`src/sv/graph_stack_traversal_unit_assert.svh`:
```
// assertion macros shared by the graph stack traversal rtl
// expects clk and rst_n to be visible where a macro is used
`ifndef GRAPH_STACK_TRAVERSAL_UNIT_ASSERT_SVH
`define GRAPH_STACK_TRAVERSAL_UNIT_ASSERT_SVH

// same-cycle implication, disabled while in reset
`define GST_ASSERT_IMP(label, ante, cons, msg) \
    label: assert property (@(posedge clk) disable iff (!rst_n) (ante) |-> (cons)) \
        else $error(msg);

// next-cycle implication, disabled while in reset
`define GST_ASSERT_NXT(label, ante, cons, msg) \
    label: assert property (@(posedge clk) disable iff (!rst_n) (ante) |=> (cons)) \
        else $error(msg);

`endif

```
`src/sv/gst_pkg.sv`:
```
// shared types and constants for the graph stack traversal unit
// no dependencies
package gst_pkg;

    // defaults and fixed field widths
    localparam int MAX_VERTICES_DEF = 8;
    localparam int ROW_WIDTH        = 8;
    localparam int VERTEX_W         = 3;
    localparam int COUNT_W          = 4;
    localparam logic [COUNT_W-1:0] VCOUNT_RESET = 4'd8;

    // input word action codes
    localparam logic ACT_LOAD = 1'b0;
    localparam logic ACT_WALK = 1'b1;

    // sequencer states
    typedef enum logic [2:0] {
        ST_IDLE,
        ST_POP,
        ST_FETCH,
        ST_SCAN,
        ST_PUSH
    } gst_state_t;

    // adjacency memory request
    typedef struct packed {
        logic                 wr_en;
        logic [VERTEX_W-1:0]  wr_addr;
        logic [ROW_WIDTH-1:0] wr_data;
        logic [VERTEX_W-1:0]  rd_addr;
    } adj_req_t;

endpackage

```
`src/sv/gst_adj_mem.sv`:
```
// adjacency row memory with per-row valid flags and a registered read
// depends on gst_pkg
module gst_adj_mem #(
    parameter int MAX_VERTICES = gst_pkg::MAX_VERTICES_DEF
) (
    input  logic                          clk,
    input  logic                          rst_n,
    input  gst_pkg::adj_req_t             req,
    output logic [gst_pkg::ROW_WIDTH-1:0] row_data
);
    import gst_pkg::*;

    localparam int ROWS  = (MAX_VERTICES < ROW_WIDTH) ? MAX_VERTICES : ROW_WIDTH;
    localparam int IDX_W = (ROWS > 1) ? $clog2(ROWS) : 1;

    logic [ROW_WIDTH-1:0] mem [ROWS];
    logic [ROWS-1:0]      row_valid_reg;
    logic [ROW_WIDTH-1:0] rd_data_reg;
    logic                 rd_ok_reg;
    logic                 wr_hit;
    logic                 rd_hit;
    logic [IDX_W-1:0]     wr_idx;
    logic [IDX_W-1:0]     rd_idx;

    // rows outside the stored range are dropped on write and read as zero
    assign wr_hit = req.wr_en && ({1'b0, req.wr_addr} < (VERTEX_W+1)'(ROWS));
    assign rd_hit = ({1'b0, req.rd_addr} < (VERTEX_W+1)'(ROWS));
    assign wr_idx = req.wr_addr[IDX_W-1:0];
    assign rd_idx = req.rd_addr[IDX_W-1:0];

    // storage array
    always_ff @(posedge clk)
    begin
        if (wr_hit)
        begin
            mem[wr_idx] <= req.wr_data;
        end
        rd_data_reg <= mem[rd_idx];
    end

    // valid flags make unwritten rows read as zero after reset
    always_ff @(posedge clk or negedge rst_n)
    begin
        if (!rst_n)
        begin
            row_valid_reg <= '0;
            rd_ok_reg     <= 1'b0;
        end
        else
        begin
            if (wr_hit)
            begin
                row_valid_reg[wr_idx] <= 1'b1;
            end
            rd_ok_reg <= rd_hit && row_valid_reg[rd_idx];
        end
    end

    assign row_data = rd_ok_reg ? rd_data_reg : '0;

endmodule

```
`src/sv/gst_stack_mem.sv`:
```
// vertex stack storage, one write and one registered read per cycle
// depends on gst_pkg
module gst_stack_mem #(
    parameter int DEPTH  = gst_pkg::MAX_VERTICES_DEF,
    parameter int ADDR_W = $clog2(gst_pkg::MAX_VERTICES_DEF)
) (
    input  logic                         clk,
    input  logic                         we,
    input  logic [ADDR_W-1:0]            waddr,
    input  logic [gst_pkg::VERTEX_W-1:0] wdata,
    input  logic [ADDR_W-1:0]            raddr,
    output logic [gst_pkg::VERTEX_W-1:0] rdata
);
    import gst_pkg::*;

    logic [VERTEX_W-1:0] mem [DEPTH];
    logic [VERTEX_W-1:0] rdata_reg;

    // write port and registered read port
    always_ff @(posedge clk)
    begin
        if (we)
        begin
            mem[waddr] <= wdata;
        end
        rdata_reg <= mem[raddr];
    end

    assign rdata = rdata_reg;

endmodule

```
`src/sv/gst_ctrl.sv`:
```
// traversal sequencer: row loads, pop, row fetch, neighbour scan, pushes and output word
// depends on gst_pkg and graph_stack_traversal_unit_assert.svh
module gst_ctrl #(
    parameter int MAX_VERTICES = gst_pkg::MAX_VERTICES_DEF,
    parameter int SA_W         = $clog2(gst_pkg::MAX_VERTICES_DEF)
) (
    input  logic                          clk,
    input  logic                          rst_n,
    input  logic                          in_valid,
    output logic                          in_ready,
    input  logic                          action,
    input  logic [gst_pkg::VERTEX_W-1:0]  row_index,
    input  logic [gst_pkg::ROW_WIDTH-1:0] row_bits,
    input  logic [gst_pkg::VERTEX_W-1:0]  start_vertex,
    input  logic [gst_pkg::ROW_WIDTH-1:0] scan_mask,
    output gst_pkg::adj_req_t             adj_req,
    input  logic [gst_pkg::ROW_WIDTH-1:0] adj_row,
    output logic                          stk_we,
    output logic [SA_W-1:0]               stk_waddr,
    output logic [gst_pkg::VERTEX_W-1:0]  stk_wdata,
    output logic [SA_W-1:0]               stk_raddr,
    input  logic [gst_pkg::VERTEX_W-1:0]  stk_rdata,
    output logic                          out_valid,
    input  logic                          out_ready,
    output logic [gst_pkg::VERTEX_W-1:0]  vertex,
    output logic                          last
);
    import gst_pkg::*;

    localparam int DEPTH_W = $clog2(MAX_VERTICES + 1);

    gst_state_t           state_reg, state_next;
    logic [DEPTH_W-1:0]   depth_reg, depth_next;
    logic [ROW_WIDTH-1:0] visited_reg, visited_next;
    logic [ROW_WIDTH-1:0] pending_reg, pending_next;
    logic [VERTEX_W-1:0]  cur_v_reg, cur_v_next;
    logic                 out_valid_reg;
    logic [VERTEX_W-1:0]  out_vertex_reg;
    logic                 out_last_reg;

    logic [ROW_WIDTH-1:0] lowest;
    logic [VERTEX_W-1:0]  low_idx;
    logic [DEPTH_W-1:0]   depth_dec;
    logic                 stack_full;
    logic                 out_free;
    logic                 out_load;
    logic                 emit_last;

    // lowest pending neighbour, pushed first
    always_comb
    begin
        lowest  = pending_reg & (~pending_reg + ROW_WIDTH'(1));
        low_idx = '0;
        for (int i = 0; i < ROW_WIDTH; i++)
        begin
            if (lowest[i])
            begin
                low_idx = VERTEX_W'(i);
            end
        end
    end

    assign depth_dec  = depth_reg - DEPTH_W'(1);
    assign stack_full = (depth_reg == DEPTH_W'(MAX_VERTICES));
    assign out_free   = !out_valid_reg || out_ready;
    assign emit_last  = out_load && (depth_reg == '0);

    // state register and walk state
    always_ff @(posedge clk or negedge rst_n)
    begin
        if (!rst_n)
        begin
            state_reg   <= ST_IDLE;
            depth_reg   <= '0;
            visited_reg <= '0;
            pending_reg <= '0;
        end
        else
        begin
            state_reg   <= state_next;
            depth_reg   <= depth_next;
            visited_reg <= visited_next;
            pending_reg <= pending_next;
        end
    end

    always_ff @(posedge clk)
    begin
        cur_v_reg <= cur_v_next;
    end

    // next state, memory requests and output load
    always_comb
    begin
        state_next      = state_reg;
        depth_next      = depth_reg;
        visited_next    = visited_reg;
        pending_next    = pending_reg;
        cur_v_next      = cur_v_reg;
        in_ready        = 1'b0;
        out_load        = 1'b0;
        adj_req.wr_en   = 1'b0;
        adj_req.wr_addr = row_index;
        adj_req.wr_data = row_bits;
        adj_req.rd_addr = stk_rdata;
        stk_we          = 1'b0;
        stk_waddr       = depth_reg[SA_W-1:0];
        stk_wdata       = low_idx;
        stk_raddr       = depth_dec[SA_W-1:0];
        unique case (state_reg)
            ST_IDLE:
            begin
                in_ready = 1'b1;
                if (in_valid)
                begin
                    if (action == ACT_LOAD)
                    begin
                        adj_req.wr_en = 1'b1;
                    end
                    else
                    begin
                        // fresh walk: mark and push the start vertex
                        visited_next = ROW_WIDTH'(1) << start_vertex;
                        stk_we       = 1'b1;
                        stk_waddr    = '0;
                        stk_wdata    = start_vertex;
                        depth_next   = DEPTH_W'(1);
                        state_next   = ST_POP;
                    end
                end
            end
            ST_POP:
            begin
                depth_next = depth_dec;
                state_next = ST_FETCH;
            end
            ST_FETCH:
            begin
                cur_v_next = stk_rdata;
                state_next = ST_SCAN;
            end
            ST_SCAN:
            begin
                pending_next = adj_row & ~visited_reg & scan_mask;
                visited_next = visited_reg | (adj_row & scan_mask);
                state_next   = ST_PUSH;
            end
            ST_PUSH:
            begin
                if (pending_reg != '0)
                begin
                    // a push onto a full stack is dropped
                    stk_we       = !stack_full;
                    depth_next   = stack_full ? depth_reg : depth_reg + DEPTH_W'(1);
                    pending_next = pending_reg & ~lowest;
                end
                else if (out_free)
                begin
                    out_load   = 1'b1;
                    state_next = (depth_reg == '0) ? ST_IDLE : ST_POP;
                end
            end
            default:
            begin
                state_next = ST_IDLE;
            end
        endcase
    end

    // output word register
    always_ff @(posedge clk or negedge rst_n)
    begin
        if (!rst_n)
        begin
            out_valid_reg <= 1'b0;
        end
        else if (out_load)
        begin
            out_valid_reg <= 1'b1;
        end
        else if (out_ready)
        begin
            out_valid_reg <= 1'b0;
        end
    end

    always_ff @(posedge clk)
    begin
        if (out_load)
        begin
            out_vertex_reg <= cur_v_reg;
            out_last_reg   <= (depth_reg == '0);
        end
    end

    assign out_valid = out_valid_reg;
    assign vertex    = out_vertex_reg;
    assign last      = out_last_reg;

    // checks
`include "graph_stack_traversal_unit_assert.svh"
    `GST_ASSERT_IMP(a_depth_bound, 1'b1, depth_reg <= DEPTH_W'(MAX_VERTICES), "stack depth overrun")
    `GST_ASSERT_IMP(a_idle_empty, state_reg == ST_IDLE, depth_reg == '0, "stack not empty when idle")
    `GST_ASSERT_IMP(a_pop_nonempty, state_reg == ST_POP, depth_reg != '0, "pop from empty stack")
    `GST_ASSERT_IMP(a_pend_visited, 1'b1, (pending_reg & ~visited_reg) == '0, "pending vertex unmarked")
    `GST_ASSERT_NXT(a_last_ends, emit_last, state_reg == ST_IDLE && out_last_reg, "walk did not end")

endmodule

```
`src/sv/graph_stack_traversal_unit.sv`:
```
// Row load: written into the adjacency memory when taken in idle; no output word.
// Walk: each popped vertex passes through the pop (stack read), fetch (row read),
// scan and push states; its unvisited neighbours are pushed one at a time through
// the single write port of the stack memory before its output word is loaded, and
// the next input word is taken only after the walk ends, later under output stalls.
// Reset: stack empty, vertex count 8, all adjacency rows read as zero through
// per-row valid flags; no clearing pass.
module graph_stack_traversal_unit #(
    parameter int MAX_VERTICES = gst_pkg::MAX_VERTICES_DEF
) (
    input  logic                          clk,
    input  logic                          rst_n,
    input  logic                          cfg_we,
    input  logic [gst_pkg::COUNT_W-1:0]   cfg_wdata,
    input  logic                          in_valid,
    output logic                          in_ready,
    input  logic                          action,
    input  logic [gst_pkg::VERTEX_W-1:0]  row_index,
    input  logic [gst_pkg::ROW_WIDTH-1:0] row_bits,
    input  logic [gst_pkg::VERTEX_W-1:0]  start_vertex,
    output logic                          out_valid,
    input  logic                          out_ready,
    output logic [gst_pkg::VERTEX_W-1:0]  vertex,
    output logic                          last
);
    import gst_pkg::*;

    localparam int SA_W = $clog2(MAX_VERTICES);

    logic [COUNT_W-1:0]   vertex_count_reg;
    logic [ROW_WIDTH-1:0] scan_mask;
    adj_req_t             adj_req;
    logic [ROW_WIDTH-1:0] adj_row;
    logic                 stk_we;
    logic [SA_W-1:0]      stk_waddr;
    logic [VERTEX_W-1:0]  stk_wdata;
    logic [SA_W-1:0]      stk_raddr;
    logic [VERTEX_W-1:0]  stk_rdata;

    // vertex count register
    always_ff @(posedge clk or negedge rst_n)
    begin
        if (!rst_n)
        begin
            vertex_count_reg <= VCOUNT_RESET;
        end
        else if (cfg_we)
        begin
            vertex_count_reg <= cfg_wdata;
        end
    end

    // neighbours scanned only below the count, the stack depth and the row width
    always_comb
    begin
        for (int i = 0; i < ROW_WIDTH; i++)
        begin
            scan_mask[i] = (COUNT_W'(i) < vertex_count_reg) && (i < MAX_VERTICES);
        end
    end

    gst_adj_mem #(
        .MAX_VERTICES (MAX_VERTICES)
    ) u_adj_mem (
        .clk      (clk),
        .rst_n    (rst_n),
        .req      (adj_req),
        .row_data (adj_row)
    );

    gst_stack_mem #(
        .DEPTH  (MAX_VERTICES),
        .ADDR_W (SA_W)
    ) u_stack_mem (
        .clk   (clk),
        .we    (stk_we),
        .waddr (stk_waddr),
        .wdata (stk_wdata),
        .raddr (stk_raddr),
        .rdata (stk_rdata)
    );

    gst_ctrl #(
        .MAX_VERTICES (MAX_VERTICES),
        .SA_W         (SA_W)
    ) u_ctrl (
        .clk          (clk),
        .rst_n        (rst_n),
        .in_valid     (in_valid),
        .in_ready     (in_ready),
        .action       (action),
        .row_index    (row_index),
        .row_bits     (row_bits),
        .start_vertex (start_vertex),
        .scan_mask    (scan_mask),
        .adj_req      (adj_req),
        .adj_row      (adj_row),
        .stk_we       (stk_we),
        .stk_waddr    (stk_waddr),
        .stk_wdata    (stk_wdata),
        .stk_raddr    (stk_raddr),
        .stk_rdata    (stk_rdata),
        .out_valid    (out_valid),
        .out_ready    (out_ready),
        .vertex       (vertex),
        .last         (last)
    );

endmodule
```
`config.mk`:
```
export PLATFORM = sky130hd
export DESIGN_NAME = graph_stack_traversal_unit
export DESIGN_NICKNAME = d
export VERILOG_FILES = /design/src/sv/gst_pkg.sv /design/src/sv/gst_adj_mem.sv /design/src/sv/gst_stack_mem.sv /design/src/sv/gst_ctrl.sv /design/src/sv/graph_stack_traversal_unit.sv
export VERILOG_INCLUDE_DIRS = /design/src /design/src/sv
export SDC_FILE = /design/constraint.sdc
export NUM_CORES = 1
export LEC_CHECK = 0
export BUFFER_PORTS_ARGS = -buffer_cell sky130_fd_sc_hd__buf_2
export CORE_ASPECT_RATIO = 0.9
export CORE_MARGIN = 5
export CORE_UTILIZATION = 60
export CTS_CLUSTER_DIAMETER = 120
export DETAILED_ROUTE_END_ITERATION = 10
export GPL_TIMING_DRIVEN = 0
export PLACE_DENSITY_LB_ADDON = 0.12
export SYNTH_ARGS = -nofsm -noshare
export SYNTH_HDL_FRONTEND = slang
export SYNTH_HIERARCHICAL = 1
export SYNTH_SLANG_ARGS = --single-unit
```
`constraint.sdc`:
```
create_clock -name clk -period 2.52 [get_ports clk]
set_input_delay 0 -clock clk [delete_from_list [all_inputs] [get_ports clk]]
set_output_delay 0 -clock clk [all_outputs]
set_load 0.03 [all_outputs]
```
==> key figures, run 1 <==
Place
  – Dpl hpwl: 8080 um
  – Setup slack at placement: -0.184 ns
  – Placed Cells: 558
  – Routability Congestion: 0.863
  – PortBufs: 15

GRT
  – Vias in the first global route: 3,785
  – Initial antenna violation count: 0
  – Largest net degree at the start of global routing: 38
  – GR Util All Layers: 0.213
  – First-pass GRT wire length: 20,200 um
  – Total congestion overflow: 0

Pwr
  – Net Sw Frac: 0.322
  – P_sw: 2.76 mW
  – Leak: 2.79 nW
  – Clk network pwr share: 0.290
  – VDD IR max: 0.748 mV
  – Combinational power share: 0.317
  – Sequential power share: 0.392
  – Internal power: 5.82 mW
  – PD cells: 1150 nW/um^2

Finish
  – Regs by FF count: u_adj_mem/mem x64, u_stack_mem/mem x24
  – Synthesis-to-layout area growth: 18.9%
  – Share of layout cells above drive strength 1: 0.230
  – Biggest register: u_adj_mem/mem
  – FILL cells: 669
  – Fin util: 0.729
  – Nets: 499
  – Most frequent cells in the layout: edfxtp_1, dfrtp_1, nand2_1, mux4_1, dlygate4sd3_1
  – Commonest non-fill, non-tap cell in the layout: edfxtp_1
  – Cell Count, Final, Fillers Out: 615
  – Antenna diode count: 0
  – Multi-input gate area: 2100 um^2
  – Max FFs per register: 64
  – Sequential cell area: 4000 um^2

Timing
  – Headroom to the max-slew limit: 0.387
  – RSZ-0062 raised after global routing: yes
  – Max Clk Rate: 399 MHz
  – Worst Slack Setup Final: 0.0160 ns
  – Final period util: 0.994
  – Fin. max-slew vios: 0
  – Worst Skew: 0.00754 ns
  – Final setup vio count: 0
  – Fin. Hold Viols: 0
  – WHS: 0.234 ns
  – Worst Tran Pin Value: 0.909 ns
  – Final min period: 2.50 ns

Flow run
  – Max cap viols: 0

Logic synthesis
  – Post-synthesis sequential area ratio: 0.640
  – Synthesized Nets: 440
  – Syn Area/Cell: 15.1 um^2
  – Largest area contributor in the netlist: edfxtp_1
  – Top FF cell, synth: edfxtp_1
  – EDFF count, synth: 95
  – Mapped cell area: 6250 um^2
  – #FFs+latches synth: 143
  – Syn Inst Count: 414
  – Yosys top cell area share: 0.456
  – Ys Warns: 6
  – Synth cell types: 61
  – Area contributors post-synth: edfxtp_1, dfrtp_1, mux4_1
  – Post-synth ARST share: 0.259

Clock tree
  – CTS H-tree lvls: 4
  – CTS sink cnt: 143
  – CTS buffer count: 17
  – Clock Tree Root: clkbuf_16
  – TritonCTS clock tree: built
  – Max clock buf depth: 2
  – CTS clock-pin slew for the worst setup and hold paths: 0.06 ns
  – Clk Latency, worst-skew pair: 0.42 ns

Outcome
  – Status: finished clean

Critical path
  – Worst Path Max Fanout: 9
  – Critical path type: reg -> reg
  – Startpoint types: flip-flop
  – Critical-path cell list: nor3_2 -> and3b_1 -> nand2_1 -> nor3_2
  – CP dominant cell by count: nor3_2
  – Critical Path AT: 2.54 ns
  – WP buf/inv: 0
  – CP delay by family, top: simple AND/OR/NAND/NOR gates
  – CP max stage cell: nor3_2
  – Worst path max stage delay: 0.73 ns
  – Setup crit end kind: flip-flop
  – Data required time of the worst path: 2.56 ns

Routing
  – DRT Pass-1 Iters: 5
  – Vias: 3,709
  – Avg WL per Cell: 20.7 um
  – DRC errors left: 0
  – DRT Wirelength: 12,700 um
  – DRT iter0 DRCs: 290
  – Vias per cell: 6.03
  – Routed Antenna Nets: 0

Floorplan
  – Die Ht: 107 um
  – Initial cell density of the core: 0.613
  – Core ar.: 10,200 um^2
  – I/O Pins: 30
  – DIE AREA: 12,600 um^2
  – Cell Rows: 35
  – Die W: 118 um

Hold path
  – Worst hold path type: in -> async
[Yosys cell counts (4+ instances only)]
cell type / number
a21oi_1: 20
a41o_1: 4
and2_1: 8
buf_4: 14
clkbuf_1: 14
dfrtp_1: 36
dfxtp_1: 11
edfxtp_1: 95
inv_1: 8
mux2_2: 15
mux4_1: 24
nand2_1: 35
nand2b_1: 5
nand3b_1: 4
nor2_1: 17
nor2b_1: 4
nor3_1: 10
nor3b_1: 4
o21ai_0: 9
o31ai_1: 6
or2_2: 4
[repair_timing]
item,CTS,global route
endpoints found under the setup margin,53,48
resized for setup,6,3
pin swaps,0,1
hold buffers,23,0
hold endpoints to repair,112,0
buffers inserted,0,3
[per-layer routing]
metal,global-route usage,vias to the layer above,share of wire
met4,0.0713,0,0.0090
li1,-,1725,-
met2,0.338,89,0.49
met5,0,-,0
met1,0.285,1884,0.45
met3,0.0638,11,0.044
[stage by stage]
step | power (mW) | cell area, um^2 | setup TNS (ns)
6_report | 8.57 | 7430 | 0
5_1_grt | 9.01 | 7430 | -1.73
4_1_cts | 8.58 | 7410 | -0.0843
3_5_place_dp | 6.01 | 6540 | -6.64
3_3_place_gp | 5.91 | 6510 | -11.64
2_1_floorplan | 5.29 | 6280 | 0
[path summary, 6_finish.rpt]
| path | endpoint | startpoint | slack [ns] | cells after the start |
|---|---|---|---|---|
| max in group asynchronous | u_ctrl/state_reg[1] | rst_n | 1.74 | 2 |
| min in group clk | u_ctrl/visited_reg[6] | in_valid | 0.29 | 5 |
| hold / removal | u_adj_mem/row_valid_reg[6] | rst_n | 0.23 | 2 |
| hold reg to reg | u_ctrl/vertex[0] | u_ctrl/cur_v_reg[0] | 0.42 | 0 |
| setup / recovery | u_adj_mem/mem[5][6] | u_ctrl/state_reg[2] | 0.02 | 4 |
| setup reg to reg | u_adj_mem/mem[5][6] | u_ctrl/state_reg[2] | 0.02 | 4 |
[final cells by class]
type	count	share of cell area
well taps	129	0.0217
inverters	8	0.00404
plain buffers	34	0.0288
clock buffers	18	0.0591
flip-flops and latches	143	0.538
repair buffers	41	0.0441
clock inverters	14	0.0212
multi-input cells	228	0.283
[power groups by stage]
stage	sequential (mW)	combinational [mW]	clock, mW
6_report	3.36	2.72	2.49
5_1_grt	3.42	2.96	2.63
4_1_cts	3.36	2.69	2.53
3_5_place_dp	3.39	2.62	0
3_3_place_gp	3.39	2.52	0
2_1_floorplan	3.32	1.97	0
[worst register-to-register path: stages, from the launching register on]
cell,delay [ns]
dfrtp_1,0.43
nor3_2,0.24
and3b_1,0.42
nand2_1,0.30
nor3_2,0.74
[cells by family after synthesis]
group | count (synthesis) | synth area share
DFF | 143 | 0.640
and+or+nand+nor | 114 | 0.104
AOI/OAI and AO/OA | 69 | 0.0776
buffers and inverters | 43 | 0.0394
muxes | 42 | 0.133
adders and majority gates | 2 | 0.00400
xor gates and xnor gates | 1 | 0.00140
Power figures use the tool's default switching activity.
==> run 2, diff against run 1 <==
- CORE_MARGIN: 5 -> not set
==> run 2 against run 1 <==
Effect of this change: via count is 0.27% lower; critical endpoint is now u_adj_mem/mem[5][1]; critical path depth is the same; fmax is 4.6% higher; final area about the same; sequential power about the same; register-to-register slack better by 0.11 ns; global-route usage grew 4.3 points; total power is 0.28% higher; utilization up 2.1 points; non-clock buffer count increased by 1.
==> key figures, run 2 (same netlist as run 1, synthesis figures left out) <==
Outcome
  – Status: finished clean

Routing
  – Routed Antenna Nets: 0 (unchanged)
  – Vias: 3,699 (-0.27%)
  – DRT Pass-1 Iters: 5 (unchanged)
  – Vias per cell: 6.03 (about the same)
  – DRC errors left: 0 (unchanged)
  – Avg WL per Cell: 20.6 um (-0.54%)
  – DRT Wirelength: 12,600 um (-0.86%)
  – DRT iter0 DRCs: 396 (+37%)

GRT
  – Met1 usage: 0.358 (+0.0726)
  – Vias in the first global route: 3,703 (-2.2%)
  – Largest net degree at the start of global routing: 38 (unchanged)
  – Met3 global-route usage: 0.0628 (-0.000988)
  – Initial antenna violation count: 0 (unchanged)
  – Grt met2 use: 0.405 (+0.0665)
  – Total congestion overflow: 0 (unchanged)
  – GR Util All Layers: 0.256 (+0.0432)
  – Top Usage Layer GRT: met2
  – First-pass GRT wire length: 19,800 um (-2.0%)

Critical path
  – Critical path type: reg -> reg
  – Startpoint types: flip-flop
  – Setup crit end kind: flip-flop
  – Critical Path AT: 2.43 ns (-0.11 ns)
  – Worst Path Max Fanout: 9 (unchanged)
  – Data required time of the worst path: 2.55 ns (about the same)
  – Worst reg-to-reg path cell count: 4 (unchanged)

Place
  – Routability Congestion: 0.864 (about the same)
  – Dpl hpwl: 8010 um (-0.89%)
  – PortBufs: 15 (unchanged)
  – Setup slack at placement: -0.315 ns (-0.131 ns)

Finish
  – Share of layout cells above drive strength 1: 0.222 (-0.00869)
  – Nets: 500 (+0.20%)
  – Antenna diode count: 0 (unchanged)
  – Regs by FF count: u_adj_mem/mem x64, u_stack_mem/mem x24
  – Most frequent cells in the layout: edfxtp_1, dfrtp_1, nand2_1, mux4_1, dlygate4sd3_1
  – Synthesis-to-layout area growth: 18.8% (about the same)
  – Biggest register: u_adj_mem/mem
  – FILL cells: 605 (-9.6%)
  – Multi-input gate area: 2100 um^2 (-0.18%)
  – Commonest non-fill, non-tap cell in the layout: edfxtp_1
  – Max FFs per register: 64 (unchanged)
  – Sequential cell area: 4000 um^2 (unchanged)

Clock tree
  – CTS H-tree lvls: 4 (unchanged)
  – CTS clock-pin slew for the worst setup and hold paths: 0.06 ns (about the same)
  – Max clock buf depth: 2 (unchanged)
  – Clock Tree Root: clkbuf_16
  – CTS buffer count: 17 (unchanged)
  – CTS sink cnt: 143 (unchanged)
  – TritonCTS clock tree: built
  – Clk Latency, worst-skew pair: 0.41 ns (about the same)

Pwr
  – VDD IR max: 0.800 mV (+7.0%)
  – Tot Pwr: 8.60 mW (+0.28%)
  – Sequential power share: 0.390 (-0.002)
  – P_sw: 2.71 mW (-1.8%)
  – Clk network pwr share: 0.289 (about the same)
  – Internal power: 5.89 mW (+1.3%)
  – PD cells: 1160 nW/um^2 (+0.34%)
  – Net Sw Frac: 0.315 (-0.00667)
  – Leak: 2.78 nW (-0.40%)
  – Combinational power share: 0.321 (+0.004)

Timing
  – Worst Skew: 0.00737 ns (-0.000168 ns)
  – Max Clk Rate: 418 MHz (+4.6%)
  – Headroom to the max-slew limit: 0.427 (+0.0399)
  – Fin. max-slew vios: 0 (unchanged)
  – Final period util: 0.950 (-0.0435)
  – RSZ-0062 raised after global routing: yes
  – Fin. Hold Viols: 0 (unchanged)
  – Worst Tran Pin Value: 0.859 ns (-0.0499 ns)
  – Final min period: 2.39 ns (-0.110 ns)
  – Final setup vio count: 0 (unchanged)
  – WHS: 0.0637 ns (-0.171 ns)
  – Worst Slack Setup Final: 0.126 ns (+0.110 ns)

Floorplan
  – Initial cell density of the core: 0.631 (+0.0180)
  – I/O Pins: 30 (unchanged)
  – Die Ht: 98.8 um (-7.5%)
  – Cell Rows: 34 (-2.9%)
  – Core ar.: 9910 um^2 (-2.9%)
  – Die W: 110 um (-6.8%)
  – DIE AREA: 10,800 um^2 (-14%)

Flow run
  – Max cap viols: 0 (unchanged)

Hold path
  – Hold path depth: 3
  – Worst hold path type: in -> reg
[run 2: metrics by stage]
| stage | setup TNS, ns | utilization | cells | instance area [um^2] |
|---|---|---|---|---|
| floorplan | 0 | - | 414 | 6280 |
| detailed placement | -7.30 | 0.659 | 558 | 6540 |
| global route | -0.125 | 0.750 | 613 | 7430 |
| global placement | -8.38 | 0.657 | 555 | 6510 |
| finish | 0 | 0.750 | 613 | 7430 |
| CTS | 0 | 0.746 | 612 | 7390 |
[run 2: area by class of cell]
| class | instances | area share |
|---|---|---|
| inverters | 8 | 0.00404 |
| flip-flops and latches | 143 | 0.538 |
| well taps | 126 | 0.0212 |
| multi-input cells | 228 | 0.283 |
| clock inverters | 14 | 0.0224 |
| repair buffers | 42 | 0.0446 |
| clock buffers | 18 | 0.0578 |
| plain buffers | 34 | 0.0288 |
[run 2: path summary, 6_finish.rpt]
path / endpoint / slack [ns] / startpoint
worst max-delay path: u_adj_mem/mem[5][1] / 0.13 / u_ctrl/state_reg[2]
worst min-delay path: u_ctrl/visited_reg[7] / 0.06 / start_vertex[0]
worst max register to register: u_adj_mem/mem[5][1] / 0.13 / u_ctrl/state_reg[2]
worst min register to register: u_ctrl/vertex[1] / 0.42 / u_ctrl/cur_v_reg[1]
max in group asynchronous: u_ctrl/out_valid / 1.74 / rst_n
min in group asynchronous: u_ctrl/visited_reg[4] / 0.24 / rst_n
[run 2: power groups by stage]
stage	combinational (mW)	clock, mW	sequential (mW)
after floorplan	1.97	0	3.32
after global placement	2.52	0	3.36
after detailed placement	2.62	0	3.38
after CTS	2.71	2.52	3.35
after global routing	2.98	2.63	3.39
final	2.76	2.49	3.35
[run 2: worst max-delay path, cell delays in order, from the launching register on]
cell and delay (ns):
dfrtp_1 0.42, nor3_2 0.22, and3b_1 0.43, nand2_1 0.28, nor3_2 0.68
[run 2: routing by layer]
layer | vias to the layer above | wire length (um)
li1 | 1729 | -
met1 | 1826 | 5710
met2 | 136 | 6130
met3 | 8 | 668
met4 | 0 | 116
met5 | - | 0
[run 2: repair_timing]
| action | CTS | global route |
|---|---|---|
| gates resized for setup | 7 | 5 |
| hold buffers | 22 | 0 |
| buffers inserted | 0 | 2 |
| hold endpoints to repair | 109 | 0 |
| setup endpoints to repair | 60 | 39 |
| pin swaps | 0 | 1 |
